### src/rtl/core/deq_pkg.sv
// ----------------------------------------------------------------------------
// deq_pkg
// Shared types and constants for the positional double-ended queue.
// ----------------------------------------------------------------------------
`default_nettype none

package deq_pkg;

  localparam int unsigned DEPTH  = 16;
  localparam int unsigned ELEM_W = 32;
  localparam int unsigned IDX_W  = $clog2(DEPTH);
  localparam int unsigned FILL_W = 5;
  localparam int unsigned CMD_W  = 3;

  typedef logic [ELEM_W-1:0] elem_t;
  typedef logic [IDX_W-1:0]  idx_t;
  typedef logic [FILL_W-1:0] fill_t;

  typedef enum logic [CMD_W-1:0] {
    CMD_PUSH_FRONT = 3'd0,
    CMD_PUSH_BACK  = 3'd1,
    CMD_POP_FRONT  = 3'd2,
    CMD_POP_BACK   = 3'd3,
    CMD_READ       = 3'd4,
    CMD_INSERT     = 3'd5,
    CMD_REMOVE     = 3'd6,
    CMD_CLEAR      = 3'd7
  } cmd_e;

  typedef enum logic [1:0] {
    CELL_HOLD  = 2'd0,
    CELL_LEFT  = 2'd1,
    CELL_RIGHT = 2'd2,
    CELL_LOAD  = 2'd3
  } cell_op_e;

endpackage

`default_nettype wire

### src/rtl/core/double_ended_queue_positional.sv
// ----------------------------------------------------------------------------
// double_ended_queue_positional
// Double-ended queue kept in logical order in a row of cells; push, pop,
// read, insert, remove at a position and clear.
//
//   channel  direction  handshake             payload
//   in       sink       in_valid_i/in_stall_o command, position, count,
//                                             write_data, force_overwrite
//   out      source     out_valid_o/out_stall_i status, read_data, fill_count
//   cfg      sink       cfg_valid_i/cfg_ready_o cfg_data_i (capacity in use)
//
// Push, pop, read, insert and clear never hold the input busy.
// Remove of n elements stalls the input while the cell row shifts left by
// n places, one place per cycle (none when the run ends at the back).
// The result is registered; the input stalls while it waits and is stalled.
// Reset empties the queue and sets the capacity to the full depth.
// ----------------------------------------------------------------------------
`default_nettype none

module double_ended_queue_positional (
  input  wire logic                      clk_i,
  input  wire logic                      rst_ni,
  input  wire logic                      cfg_valid_i,
  output logic                           cfg_ready_o,
  input  wire deq_pkg::fill_t            cfg_data_i,
  input  wire logic                      in_valid_i,
  output logic                           in_stall_o,
  input  wire logic [deq_pkg::CMD_W-1:0] command_i,
  input  wire deq_pkg::fill_t            position_i,
  input  wire deq_pkg::fill_t            count_i,
  input  wire deq_pkg::elem_t            write_data_i,
  input  wire logic                      force_overwrite_i,
  output logic                           out_valid_o,
  input  wire logic                      out_stall_i,
  output logic                           status_o,
  output deq_pkg::elem_t                 read_data_o,
  output deq_pkg::fill_t                 fill_count_o
);
  import deq_pkg::*;

  localparam fill_t DEPTH_F = FILL_W'(DEPTH);

  fill_t    cap_q, cap_d;
  fill_t    fill_q, fill_d;
  fill_t    rm_left_q, rm_left_d;
  fill_t    rm_pos_q, rm_pos_d;
  logic     out_valid_q, out_valid_d;
  logic     status_q;
  elem_t    rdata_q;
  fill_t    ofill_q;

  logic     busy;
  logic     in_acc;
  logic     cfg_acc;
  cmd_e     cmd;
  logic     reject;
  logic     rd_en;
  idx_t     rd_idx;
  logic     load_en;
  idx_t     load_idx;
  logic     shl_en;
  fill_t    shl_from;
  logic     shr_en;
  fill_t    shr_from;
  logic     rm_start;
  logic [FILL_W:0] pos_end;
  fill_t    kv;

  elem_t    cell_data [DEPTH];
  cell_op_e cell_op   [DEPTH];

  assign busy        = (rm_left_q != '0);
  assign in_stall_o  = busy || (out_valid_q && out_stall_i);
  assign in_acc      = in_valid_i && !in_stall_o;
  assign cfg_ready_o = !busy;
  assign cfg_acc     = cfg_valid_i && cfg_ready_o;
  assign cmd         = cmd_e'(command_i);
  assign pos_end     = {1'b0, position_i} + {1'b0, count_i};

  always_comb begin
    reject   = 1'b0;
    rd_en    = 1'b0;
    rd_idx   = '0;
    load_en  = 1'b0;
    load_idx = '0;
    shl_en   = 1'b0;
    shl_from = '0;
    shr_en   = 1'b0;
    shr_from = '0;
    rm_start = 1'b0;
    fill_d   = fill_q;
    if (in_acc) begin
      unique case (cmd)
        CMD_PUSH_FRONT: begin
          if (fill_q >= cap_q && !force_overwrite_i) begin
            reject = 1'b1;
          end else begin
            load_en = 1'b1;
            shr_en  = 1'b1;
            if (fill_q < cap_q) fill_d = fill_q + 1'b1;
          end
        end
        CMD_PUSH_BACK: begin
          if (fill_q >= cap_q) begin
            if (!force_overwrite_i) begin
              reject = 1'b1;
            end else begin
              shl_en   = 1'b1;
              load_en  = 1'b1;
              load_idx = IDX_W'(cap_q - 1'b1);
            end
          end else begin
            load_en  = 1'b1;
            load_idx = IDX_W'(fill_q);
            fill_d   = fill_q + 1'b1;
          end
        end
        CMD_POP_FRONT: begin
          if (fill_q == '0) begin
            reject = 1'b1;
          end else begin
            rd_en  = 1'b1;
            shl_en = 1'b1;
            fill_d = fill_q - 1'b1;
          end
        end
        CMD_POP_BACK: begin
          if (fill_q == '0) begin
            reject = 1'b1;
          end else begin
            rd_en  = 1'b1;
            rd_idx = IDX_W'(fill_q - 1'b1);
            fill_d = fill_q - 1'b1;
          end
        end
        CMD_READ: begin
          if (position_i >= fill_q) begin
            reject = 1'b1;
          end else begin
            rd_en  = 1'b1;
            rd_idx = IDX_W'(position_i);
          end
        end
        CMD_INSERT: begin
          if (position_i > fill_q || fill_q >= cap_q) begin
            reject = 1'b1;
          end else begin
            load_en  = 1'b1;
            load_idx = IDX_W'(position_i);
            shr_en   = 1'b1;
            shr_from = position_i;
            fill_d   = fill_q + 1'b1;
          end
        end
        CMD_REMOVE: begin
          if (pos_end > {1'b0, fill_q}) begin
            reject = 1'b1;
          end else begin
            rm_start = (count_i != '0) && (pos_end != {1'b0, fill_q});
            fill_d   = fill_q - count_i;
          end
        end
        CMD_CLEAR: fill_d = '0;
        default:   reject = 1'b1;
      endcase
    end else if (busy) begin
      shl_en   = 1'b1;
      shl_from = rm_pos_q;
    end
    if (cfg_acc) fill_d = '0;
  end

  always_comb begin
    kv = '0;
    for (int k = 0; k < DEPTH; k++) begin
      kv = FILL_W'(k);
      if (load_en && IDX_W'(k) == load_idx) begin
        cell_op[k] = CELL_LOAD;
      end else if (shl_en && kv >= shl_from) begin
        cell_op[k] = CELL_RIGHT;
      end else if (shr_en && kv > shr_from) begin
        cell_op[k] = CELL_LEFT;
      end else begin
        cell_op[k] = CELL_HOLD;
      end
    end
  end

  for (genvar g = 0; g < DEPTH; g++) begin : g_cell
    deq_cell u_cell (
      .clk_i   (clk_i),
      .op_i    (cell_op[g]),
      .left_i  ((g == 0) ? write_data_i : cell_data[(g == 0) ? 0 : g - 1]),
      .right_i ((g == DEPTH - 1) ? elem_t'('0) : cell_data[(g == DEPTH - 1) ? g : g + 1]),
      .wdata_i (write_data_i),
      .data_o  (cell_data[g])
    );
  end

  always_comb begin
    cap_d = cap_q;
    if (cfg_acc) begin
      priority if (cfg_data_i == '0) begin
        cap_d = FILL_W'(1);
      end else if (cfg_data_i > DEPTH_F) begin
        cap_d = DEPTH_F;
      end else begin
        cap_d = cfg_data_i;
      end
    end
  end

  always_comb begin
    rm_left_d = rm_left_q;
    rm_pos_d  = rm_pos_q;
    if (rm_start) begin
      rm_left_d = count_i;
      rm_pos_d  = position_i;
    end else if (busy) begin
      rm_left_d = rm_left_q - 1'b1;
    end
  end

  always_comb begin
    out_valid_d = out_valid_q;
    if (in_acc) begin
      out_valid_d = 1'b1;
    end else if (!out_stall_i) begin
      out_valid_d = 1'b0;
    end
  end

  always_ff @(posedge clk_i or negedge rst_ni) begin
    if (!rst_ni) begin
      cap_q       <= DEPTH_F;
      fill_q      <= '0;
      rm_left_q   <= '0;
      rm_pos_q    <= '0;
      out_valid_q <= 1'b0;
    end else begin
      cap_q       <= cap_d;
      fill_q      <= fill_d;
      rm_left_q   <= rm_left_d;
      rm_pos_q    <= rm_pos_d;
      out_valid_q <= out_valid_d;
    end
  end

  always_ff @(posedge clk_i) begin
    if (in_acc) begin
      status_q <= reject;
      rdata_q  <= rd_en ? cell_data[rd_idx] : '0;
      ofill_q  <= fill_d;
    end
  end

  assign out_valid_o  = out_valid_q;
  assign status_o     = status_q;
  assign read_data_o  = rdata_q;
  assign fill_count_o = ofill_q;

`ifndef SYNTHESIS
  a_fill_in_cap: assert property (@(posedge clk_i) disable iff (!rst_ni)
    fill_q <= cap_q)
    else $error("fill count above capacity");

  a_cap_range: assert property (@(posedge clk_i) disable iff (!rst_ni)
    (cap_q != '0) && (cap_q <= DEPTH_F))
    else $error("capacity out of range");

  a_busy_stalls: assert property (@(posedge clk_i) disable iff (!rst_ni)
    busy |-> (in_stall_o && !cfg_ready_o))
    else $error("input or config taken during shift");

  a_out_from_acc: assert property (@(posedge clk_i) disable iff (!rst_ni)
    $rose(out_valid_q) |-> $past(in_acc))
    else $error("result without transaction");

  a_shift_counts_down: assert property (@(posedge clk_i) disable iff (!rst_ni)
    busy |=> (rm_left_q == $past(rm_left_q) - 1'b1))
    else $error("shift counter skipped");
`endif

endmodule

`default_nettype wire

### src/rtl/core/deq_cell.sv
// ----------------------------------------------------------------------------
// deq_cell
// One storage cell of the queue row: holds an element, takes its left or
// right neighbor's element, or loads new write data.
// ----------------------------------------------------------------------------
`default_nettype none

module deq_cell (
  input  wire logic                 clk_i,
  input  wire deq_pkg::cell_op_e    op_i,
  input  wire deq_pkg::elem_t       left_i,
  input  wire deq_pkg::elem_t       right_i,
  input  wire deq_pkg::elem_t       wdata_i,
  output deq_pkg::elem_t            data_o
);
  import deq_pkg::*;

  elem_t data_q, data_d;

  always_comb begin
    unique case (op_i)
      CELL_HOLD:  data_d = data_q;
      CELL_LEFT:  data_d = left_i;
      CELL_RIGHT: data_d = right_i;
      CELL_LOAD:  data_d = wdata_i;
      default:    data_d = data_q;
    endcase
  end

  always_ff @(posedge clk_i) begin
    data_q <= data_d;
  end

  assign data_o = data_q;

endmodule

`default_nettype wire
### config.mk
export PLATFORM = sky130hd
export DESIGN_NAME = double_ended_queue_positional
export DESIGN_NICKNAME = d
export VERILOG_FILES = /design/src/rtl/core/deq_pkg.sv /design/src/rtl/core/double_ended_queue_positional.sv /design/src/rtl/core/deq_cell.sv
export SDC_FILE = /design/constraint.sdc
export NUM_CORES = 1
export LEC_CHECK = 0
export BUFFER_PORTS_ARGS = -buffer_cell sky130_fd_sc_hd__buf_4
export CAP_MARGIN = 40
export CORE_MARGIN = 5
export CORE_UTILIZATION = 55
export CTS_BUF_LIST = sky130_fd_sc_hd__clkbuf_8 sky130_fd_sc_hd__clkbuf_16
export DETAILED_ROUTE_END_ITERATION = 16
export HOLD_SLACK_MARGIN = 0.05
export PLACE_DENSITY = 0.7
export SLEW_MARGIN = 30
export SYNTH_ARGS = -nofsm -noshare
export SYNTH_HDL_FRONTEND = slang
export SYNTH_SLANG_ARGS = --single-unit
### constraint.sdc
create_clock -name clk_i -period 6.95 [get_ports clk_i]
set_clock_uncertainty 0.15 [all_clocks]
set_input_delay 0 -clock clk_i [delete_from_list [all_inputs] [get_ports clk_i]]
set_output_delay 0 -clock clk_i [all_outputs]
set_load 0.005 [all_outputs]
**Word level (Yosys, flattened, before mapping)**

Index checks and enable logic that the tools add are counted.

- Add/subtract/negate cells: 6
- Magnitude comparators: 39
- Eq/ne operators: 72
- Mux-type cells: 123
- Bitwise gates (word level): 1
- Reductions and logical operators: 83

Operators by type and width:

| cell | number |
|---|---|
| $pmux 32 s3 | 15 |
| $bmux 32 s4 | 1 |
| $mux 5 | 17 |
| $eq 2x2->1 const B | 32 |
| $mux 2 | 32 |
| $mux 32 | 2 |
| $pmux 32 s2 | 1 |
| $logic_and 1x1->1 | 53 |
| $ge 4x5->1 const A | 8 |
| $gt 4x5->1 const A | 8 |
| $mux 1 | 40 |
| $eq 2x1->1 const B | 16 |
| $eq 4x4->1 const A | 8 |
| $logic_not 2->1 | 16 |
| $pmux 5 s6 | 1 |
| $mux 4 | 7 |
| $ge 3x5->1 const A | 4 |
| $gt 3x5->1 const A | 4 |
| $eq 3x4->1 const A | 4 |
| $pmux 4 s2 | 2 |
| $eq 3x3->1 const B | 4 |
| $ge 1x5->1 const A | 2 |
| $ge 2x5->1 const A | 2 |
| $ge 5x5->1 | 2 |
| other kinds (30) | 43 |

- Bits in registers: 571
- Input bits: 56
- Output and inout bits: 41

**Longest topological paths before layout**

Gate-level depths: netlist (run 1).

- Word-level depth: 13
- Depth in mapped cells: 15
- Depth with buffers taken out: 15

**By module**

A second synthesis (run 1) with hierarchy kept.

- Cells, all modules: 3479
- Area total of the unflattened synthesis: 36219.7 sq um

By module, submodules not included:

| module | instances | cells an instance | area each (sq um) | seq. area each (sq um) |
|---|---|---|---|---|
| deq_cell | 16 | 140 | 1672.9 | 960.9 |
| double_ended_queue_positional | 1 | 1239 | 9454.1 | 1667.8 |

**Worst setup path after synthesis (run 1)**

Ideal clock, no wire load.

- Path kind: register to register
- Start point: register fill_q[3]
- End point: register g_cell[15].u_cell.data_q[0], enable pin
- Library setup time: 0.561 ns
- Arrival time: 3.580 ns
- Path slack: 2.659 ns
- Stages on the path, launching flop included: 13
- Buffers on the path: 3
- Period minus slack after synthesis: 4.291 ns
- Cells stage by stage: dfrtp_1 -> clkbuf_1 -> inv_1 -> ha_1 -> and3_2 -> nand3_1 -> a21boi_1 -> o311ai_2 -> and2_1 -> buf_4 -> nand3_1 -> buf_2 -> nand3_1

- Longest elaborated chain between the ends: 11
- Elaborated cells on any way between the ends: 32
- Classes of those cells: 3 x order compare; 1 x eq/ne; 21 x mux; 7 x reduce/logical

Ends and longest elaborated chain:

| item | line | RTL |
|---|---|---|
| from (decl) | double_ended_queue_positional.sv:44 | `fill_t fill_q, fill_d;` |
| from (signal assigned) | double_ended_queue_positional.sv:242 | `fill_q <= fill_d;` |
| $gt 5x5->1 or $ge 5x5->1 (tied branches) | double_ended_queue_positional.sv:145, double_ended_queue_positional.sv:95, double_ended_queue_positional.sv:104 |  |
| $logic_or 1x1->1 | double_ended_queue_positional.sv:145 | `if (position_i > fill_q \|\| fill_q >= cap_q) begin` |
| $mux 5 | double_ended_queue_positional.sv:145 |  |
| $mux 5 | double_ended_queue_positional.sv:93 | `unique case (cmd)` |
| $mux 5 | double_ended_queue_positional.sv:92 | `if (in_acc) begin` |
| $gt 4x5->1 | double_ended_queue_positional.sv:181 | `end else if (shr_en && kv > shr_from) begin` |
| $logic_and 1x1->1 | double_ended_queue_positional.sv:181 |  |
| $mux 1 | double_ended_queue_positional.sv:181 |  |
| $mux 2 | double_ended_queue_positional.sv:179 | `end else if (shl_en && kv >= shl_from) begin` |
| $mux 2 * | double_ended_queue_positional.sv:177 | `if (load_en && IDX_W'(k) == load_idx) begin` |
| $logic_not 2->1 * | deq_cell.sv:21 | `unique case (op_i)` |
| to (signal assigned) | deq_cell.sv:31 | `data_q <= data_d;` |
| to (decl) | deq_cell.sv:18 | `elem_t data_q, data_d;` |

Mark *: on every way between the ends. The rest lies on a longest branch, timed or not.
A chain may end at the register's enable or synchronous reset.

**Worst setup path in the final report (run 1)**

- Start point: register fill_q[0]
- End point: register g_cell[3].u_cell.data_q[18], enable pin

- Longest elaborated chain between the ends: 11
- Elaborated cells on any way between the ends: 32
- Classes of those cells: 3 x order compare; 1 x eq/ne; 21 x mux; 7 x reduce/logical

Ends and longest elaborated chain:

| item | line |
|---|---|
| $gt 5x5->1 or $ge 5x5->1 (tied branches) | double_ended_queue_positional.sv:145, double_ended_queue_positional.sv:95, double_ended_queue_positional.sv:104 |
| $logic_or 1x1->1 | double_ended_queue_positional.sv:145 |
| $mux 5 | double_ended_queue_positional.sv:145 |
| $mux 5 | double_ended_queue_positional.sv:93 |
| $mux 5 | double_ended_queue_positional.sv:92 |
| $gt 2x5->1 | double_ended_queue_positional.sv:181 |
| $logic_and 1x1->1 | double_ended_queue_positional.sv:181 |
| $mux 1 | double_ended_queue_positional.sv:181 |
| $mux 2 | double_ended_queue_positional.sv:179 |
| $mux 2 * | double_ended_queue_positional.sv:177 |
| $logic_not 2->1 * | deq_cell.sv:21 |
| to (signal assigned) | deq_cell.sv:31 |
| to (decl) | deq_cell.sv:18 |

Marks and branches as above.

==> summary.txt, run 1 <==
Status
  • Outcome: completed

Placement
  • Routability cong.: 0.9074
  • PortBufs: 96
  • Dpl ws: 1.968 ns
  • DP Area: 38,310 um2
  • Post-detail-place hpwl: 76,430 um

Routing
  • DRT antenna net count: 0
  • Vias: 28,210
  • Avg WL per Cell: 31.68 um
  • Remaining DRCs: 0
  • Final WL: 126,600 um
  • Drt via density: 7.060
  • DRT iter0 DRCs: 3,594
  • Drt pass-1 iters: 6

GRT
  • GR Util All Layers: 34.10%
  • Initial antenna violation count: 4
  • First-pass GRT wire length: 185,000 um
  • Grt total ovfl: 0
  • Vias in the first global route: 28,100
  • Largest net degree at the start of global routing: 73

Timing
  • Pins Over Slew Limit: 0
  • Final WS setup: 1.852 ns
  • Least-Margin Pin Slew: 0.8947 ns
  • Final setup fails: 0
  • TNS Setup: 0 ns
  • Max-slew headroom: 39.70%
  • Fmax: 196.1 MHz
  • Fin crit share: 73.36%
  • Unrepaired setup endpoints after global routing: false
  • Hold slack final: 0.08845 ns
  • Final min period: 5.098 ns
  • Endpoints failing hold: 0

Clocking
  • Post-CTS Hold Fix Bufs: 66
  • Resized Gates After CTS: 0
  • Clk_lat worst skew: 0.61 ns
  • CTS tree: built
  • CTS Buf Count: 68
  • Sinks on Clock Net: 571
  • CTS clk-pin slew, worst paths: 0.06 ns
  • CTS H-tree depth: 3
  • CTS Buffer Depth: 3
  • Root Buffer: clkbuf_16
  • # Post-CTS Setup Buffers: 0

Power
  • Net switching power: 6781 uW
  • Reg power frac: 41.1%
  • Switch share: 36.53%
  • Comb pwr share: 39.9%
  • Total internal power: 11,780 uW
  • Tot Pwr: 18,560 uW
  • Leakage: 0.01642 uW
  • Cell Pwr Density: 451.2 nW/um2
  • Clk network pwr share: 19.0%
  • Worst vdd ir: 0.0003831 V

Yosys
  • FFs w/ async S/R, synth: 3.678%
  • Seq/Total Area, Yosys: 46.57%
  • Yosys warning count: 0
  • Synthesized cell area: 36,590 um2
  • Synth unique cells: 90
  • Avg Inst Size Synth: 12.07 um2
  • Number of synthesized flops with an enable pin: 550
  • Top FF cell, synth: edfxtp_1
  • Synth Register Bits: 571
  • Gate Count Post-Synth: 3,032
  • Mapped Nets: 3,119

Run
  • Max Cap Viol: 0

Floorplan
  • Core Rows: 94
  • Initial Utilization: 55.56%
  • # IOs: 97
  • Core area: 65,860 um2
  • Chip Width: 267.9 um
  • Die area: 71,790 um2
  • Die span in y: 267.9 um

Setup path
  • Critical Path, Cell by Cell: inv_1, ha_1, nand2b_1, a211oi_2, o21ai_2, a21oi_1, a22o_1, nand3_2, buf_4, nand3_4
  • WP data arrival: 5.02 ns
  • Max FO, Critical Path: 33
  • CP endpoint kind: flop
  • Max incr delay on CP: 0.85 ns
  • Worst path required time: 6.87 ns
  • Critical path class: flop to flop
  • CP max-delay cell: nand3_4
  • Setup crit start kind: flop

Final layout
  • Ant diodes: 0
  • Commonest non-fill, non-tap cells in the layout: 550 x edfxtp_1, 473 x mux2_2, 399 x mux2i_1
  • FILL cells: 5,083
  • Nets: 3,173
  • Share of cells above drive strength 1: 27.08%
  • Layout area overhead: 12.43%
  • Register area: 17,040 um2
  • Multi-input gate area: 18,250 um2
  • Most common cell after layout, fill and taps aside: edfxtp_1
  • Cell area after layout: 41,140 um2

Min path
  • Hold Path Class: primary input to flop
==> per-stage QoR <==
stage	util, %	instances
detailed placement	58.16	3812
CTS	62.43	3994
finish	62.46	3996
global route	62.46	3996
floorplan	-	3032
global placement	57.80	3800
==> sequential cells by signal, summed over array words and instances (netlist names) <==
register and count:
rm_left_q 5, fill_count_o 5, g_cell.u_cell.data_o 512, cap_q 5, read_data_o 32, status_o 1, fill_q 5, rm_pos_q 5
out_valid_o 1
==> Yosys cell counts, types with 32 or more instances <==
master,number,share of area [%]
mux2_2,473,15
edfxtp_1,550,45
mux2_1,145,4.5
o21ai_0,113,1.5
mux2i_1,399,11
o21a_1,65,1.3
clkbuf_1,148,1.5
nor3_1,140,1.9
buf_2,78,1.1
inv_1,90,0.92
buf_4,32,0.66
nor2_1,119,1.2
o22ai_1,38,0.65
o211ai_1,65,1.3
a311oi_1,33,0.79
nand2_1,82,0.84
nand3_1,67,0.92
o2111ai_1,34,0.81
a211oi_1,67,1.4
==> path summary, 6_finish.rpt <==
kind / start / endpoint / slack [ns] / cells past startpoint
min in group asynchronous: rst_ni / fill_q[4] / 0.45 / 4
min reg2reg: rm_pos_q[0] / rm_pos_q[0] / 0.42 / 2
max: fill_q[0] / g_cell[3].u_cell.data_o[18] / 1.85 / 10
max in group asynchronous: rst_ni / rm_left_q[1] / 5.82 / 4
min: cfg_data_i[4] / cap_q[4] / 0.09 / 4
max reg2reg: fill_q[0] / g_cell[3].u_cell.data_o[18] / 1.85 / 10
==> power by group through the flow <==
stage               Combinational, uW  Sequential [uW]  Clock [uW]
finish                           7400             7630        3530
CTS                              7290             7590        3560
detailed placement               7190             7630           0
global placement                 6810             7560           0
global route                     7820             7800        3690
floorplan                        5240             7140           0
==> layer usage <==
| layer | GRT usage [%] | share of wire [%] | up-vias |
|---|---|---|---|
| li1 | - | - | 11880 |
| met1 | 45.13 | 38 | 13950 |
| met2 | 53.47 | 45 | 1928 |
| met3 | 7.215 | 11 | 441 |
| met4 | 17.45 | 5.7 | 4 |
| met5 | 0 | 0.024 | - |
==> logic make-up (layout without fill, tap and decap cells) <==
group / after synthesis / in the layout / share of synthesized area [%]
DFF: 571 / 571 / 46.57
buffers and inverters: 367 / 467 / 4.523
adders and majority gates: 31 / 31 / 1.101
AOI/OAI and AO/OA: 545 / 545 / 10.82
xor gates and xnor gates: 14 / 14 / 0.3351
muxes: 1017 / 1017 / 29.93
and+or+nand+nor: 487 / 487 / 6.715
==> final cells by class <==
class,count,share of cell area [%]
clock inverters,46,0.9641
multi-input cells,2094,44.35
repair buffers,259,5.532
clock buffers,70,4.258
well taps,864,2.628
flip-flops and latches,571,41.43
inverters,92,0.8394
==> critical path, delay by kind of cell, from the launching register on <==
kind / cells / cell delay [ns]
AO/OA/AOI/OAI: 4 / 1.39
adder cells (fa/ha/maj): 1 / 0.33
buffers and inverters: 2 / 0.96
flip-flops: 1 / 0.58
AND/OR/NAND/NOR: 3 / 1.09
(Power assumes the default switching activity.)
==> run 2, diff against run 1 <==
PLACE_DENSITY = 0.72   (was 0.7)
clock period = 4.22 ns   (was 6.95 ns; I/O delays follow)
==> run 2 against run 1 <==
Against the previous run:
- non-clock buffer count grew 68
- sequential share of layout area shrank 0.78 points
- setup slack lost 1.8 ns
- cell count grew 1.7%
- sequential cell count is the same
- hold slack lost 0.00088 ns
- clock power grew 60%
- global-route usage grew 1.5 points
- first-iteration DRC count grew 17%
- clock-buffer cell count grew 1
- critical endpoint is now g_cell[6].u_cell.data_o[22]
==> summary.txt, run 2 (synthesized netlist as in run 1, its figures left out) <==
Status
  • Outcome: completed

Floorplan
  • Die span in y: 267.9 um
  • Core Rows: 94
  • Initial Utilization: 55.56%
  • Die area: 71,790 um2
  • # IOs: 97
  • Core area: 65,860 um2
  • Chip Width: 267.9 um

Final layout
  • Nets: 3,239
  • Cell area after layout: 41,930 um2
  • FILL cells: 4,969
  • Register area: 17,040 um2
  • Ant diodes: 0
  • Share of cells above drive strength 1: 28.58%
  • Largest register FFs: 512
  • Multi-input gate area: 18,240 um2
  • Layout area overhead: 14.57%
  • Commonest non-fill, non-tap cells in the layout: 550 x edfxtp_1, 473 x mux2_2, 399 x mux2i_1
  • Most common cell after layout, fill and taps aside: edfxtp_1
  • Final Non-Filler Cells: 4,062

Clocking
  • CTS tree: built
  • CTS Buffer Depth: 3
  • Root Buffer: clkbuf_16
  • CTS H-tree depth: 3
  • Sinks on Clock Net: 571
  • CTS clk-pin slew, worst paths: 0.06 ns
  • CTS Buf Count: 66
  • Clk_lat worst skew: 0.62 ns

Timing
  • Final min period: 4.159 ns
  • Max-slew headroom: 42.51%
  • Endpoints failing hold: 0
  • Fin crit share: 98.55%
  • Least-Margin Pin Slew: 0.8624 ns
  • Unrepaired setup endpoints after global routing: false
  • TNS Setup: 0 ns
  • Fmax: 240.5 MHz
  • Pins Over Slew Limit: 0
  • Hold slack final: 0.08757 ns
  • Final setup fails: 0

GRT
  • Vias in the first global route: 29,190
  • First-pass GRT wire length: 192,200 um
  • Grt total ovfl: 0
  • Largest net degree at the start of global routing: 60
  • GR Util All Layers: 35.63%
  • Initial antenna violation count: 2

Setup path
  • Max incr delay on CP: 0.64 ns
  • Critical Path, Cell by Cell: inv_1, ha_1, or4b_1, nand2_4, nor3_2, a211oi_4, a21o_2, mux2_2, mux2_1
  • Max FO, Critical Path: 12
  • CP max-delay cell: or4b_1
  • WP data arrival: 4.35 ns
  • Worst path required time: 4.42 ns
  • CP endpoint kind: flop
  • Setup crit start kind: flop
  • Critical path class: flop to flop

Power
  • Leakage: 0.01686 uW
  • Worst vdd ir: 0.0004899 V
  • Cell Pwr Density: 741.8 nW/um2
  • Tot Pwr: 31,100 uW

Routing
  • DRT antenna net count: 0
  • Met3 routed WL: 15,450 um
  • Drt via density: 7.183
  • Wl on met1: 49,740 um
  • DR WL met2: 58,740 um
  • Vias: 29,180
  • Top Layer Used: met5
  • Avg WL per Cell: 32.50 um
  • Remaining DRCs: 0
  • DRT iter0 DRCs: 4,188
  • Final WL: 132,000 um
  • Drt pass-1 iters: 6

Placement
  • Routability cong.: 0.9375
  • DP Area: 39,180 um2
  • Post-detail-place hpwl: 82,570 um
  • # placed instances: 3,884
  • PortBufs: 96

Min path
  • Hold Path Class: primary input to flop

Run
  • Max Cap Viol: 0
-- run 2: changes by cell type in the layout (fill, tap and decap cells not counted), moves of 4 or more --
cell and delta:
buf_12 +41, buf_4 +41, buf_16 -7, dlygate4sd3_1 -6, clkinv_2 -5, inv_1 +4
-- run 2: repair_timing --
item	CTS	global route
setup endpoints to repair	0	20
hold endpoints to repair	562	0
hold buffers	61	0
gates resized for setup	0	2
buffers inserted	0	3
-- run 2: power by group --
| group | switching, uW | total, uW | internal, uW |
|---|---|---|---|
| Clock | 2390 | 5660 | 3270 |
| Sequential | 2100 | 12600 | 10500 |
| Combinational | 7010 | 12900 | 5850 |
-- run 2: per-layer routing --
metal / global-route usage, % / up-vias
met5: 0.7251 / -
met4: 17.75 / 5
met3: 7.224 / 539
met2: 55.48 / 2259
met1: 47.89 / 14350
li1: - / 12020
-- run 2: final cells by class --
| type | instances | share of cell area [%] |
|---|---|---|
| clock buffer | 71 | 4.157 |
| clock inverter | 43 | 0.8058 |
| inverter | 92 | 0.8237 |
| multi-input combinational | 2094 | 43.50 |
| sequential | 571 | 40.65 |
| tap | 864 | 2.578 |
| timing repair buffer | 327 | 7.491 |
-- run 2: critical path, delay by kind of cell (launching register included) --
family	cells	cell delay [ns]
mux	2	0.72
buf+inv	1	0.25
fa+ha+maj	1	0.36
flops	1	0.38
compound gates	2	1.09
simple gates	3	0.90
-- run 2: worst paths after layout --
kind,startpoint,endpoint,slack [ns],cells after the start
max,fill_q[1],g_cell[6].u_cell.data_o[22],0.06,9
min,cfg_data_i[1],cap_q[1],0.09,4
max reg2reg,fill_q[1],g_cell[6].u_cell.data_o[22],0.06,9
min reg2reg,cap_q[4],cap_q[4],0.41,2
max in group asynchronous,rst_ni,cap_q[4],3.43,4
min in group asynchronous,rst_ni,fill_q[2],0.26,4
-- run 2: through the flow --
stage               setup WS, ns  utilization [%]
global placement         0.04243            59.48
finish                   0.06135            63.66
global route            0.009289            63.66
detailed placement        0.1135            59.49
CTS                      0.02020            63.59
floorplan              0.0004774                -
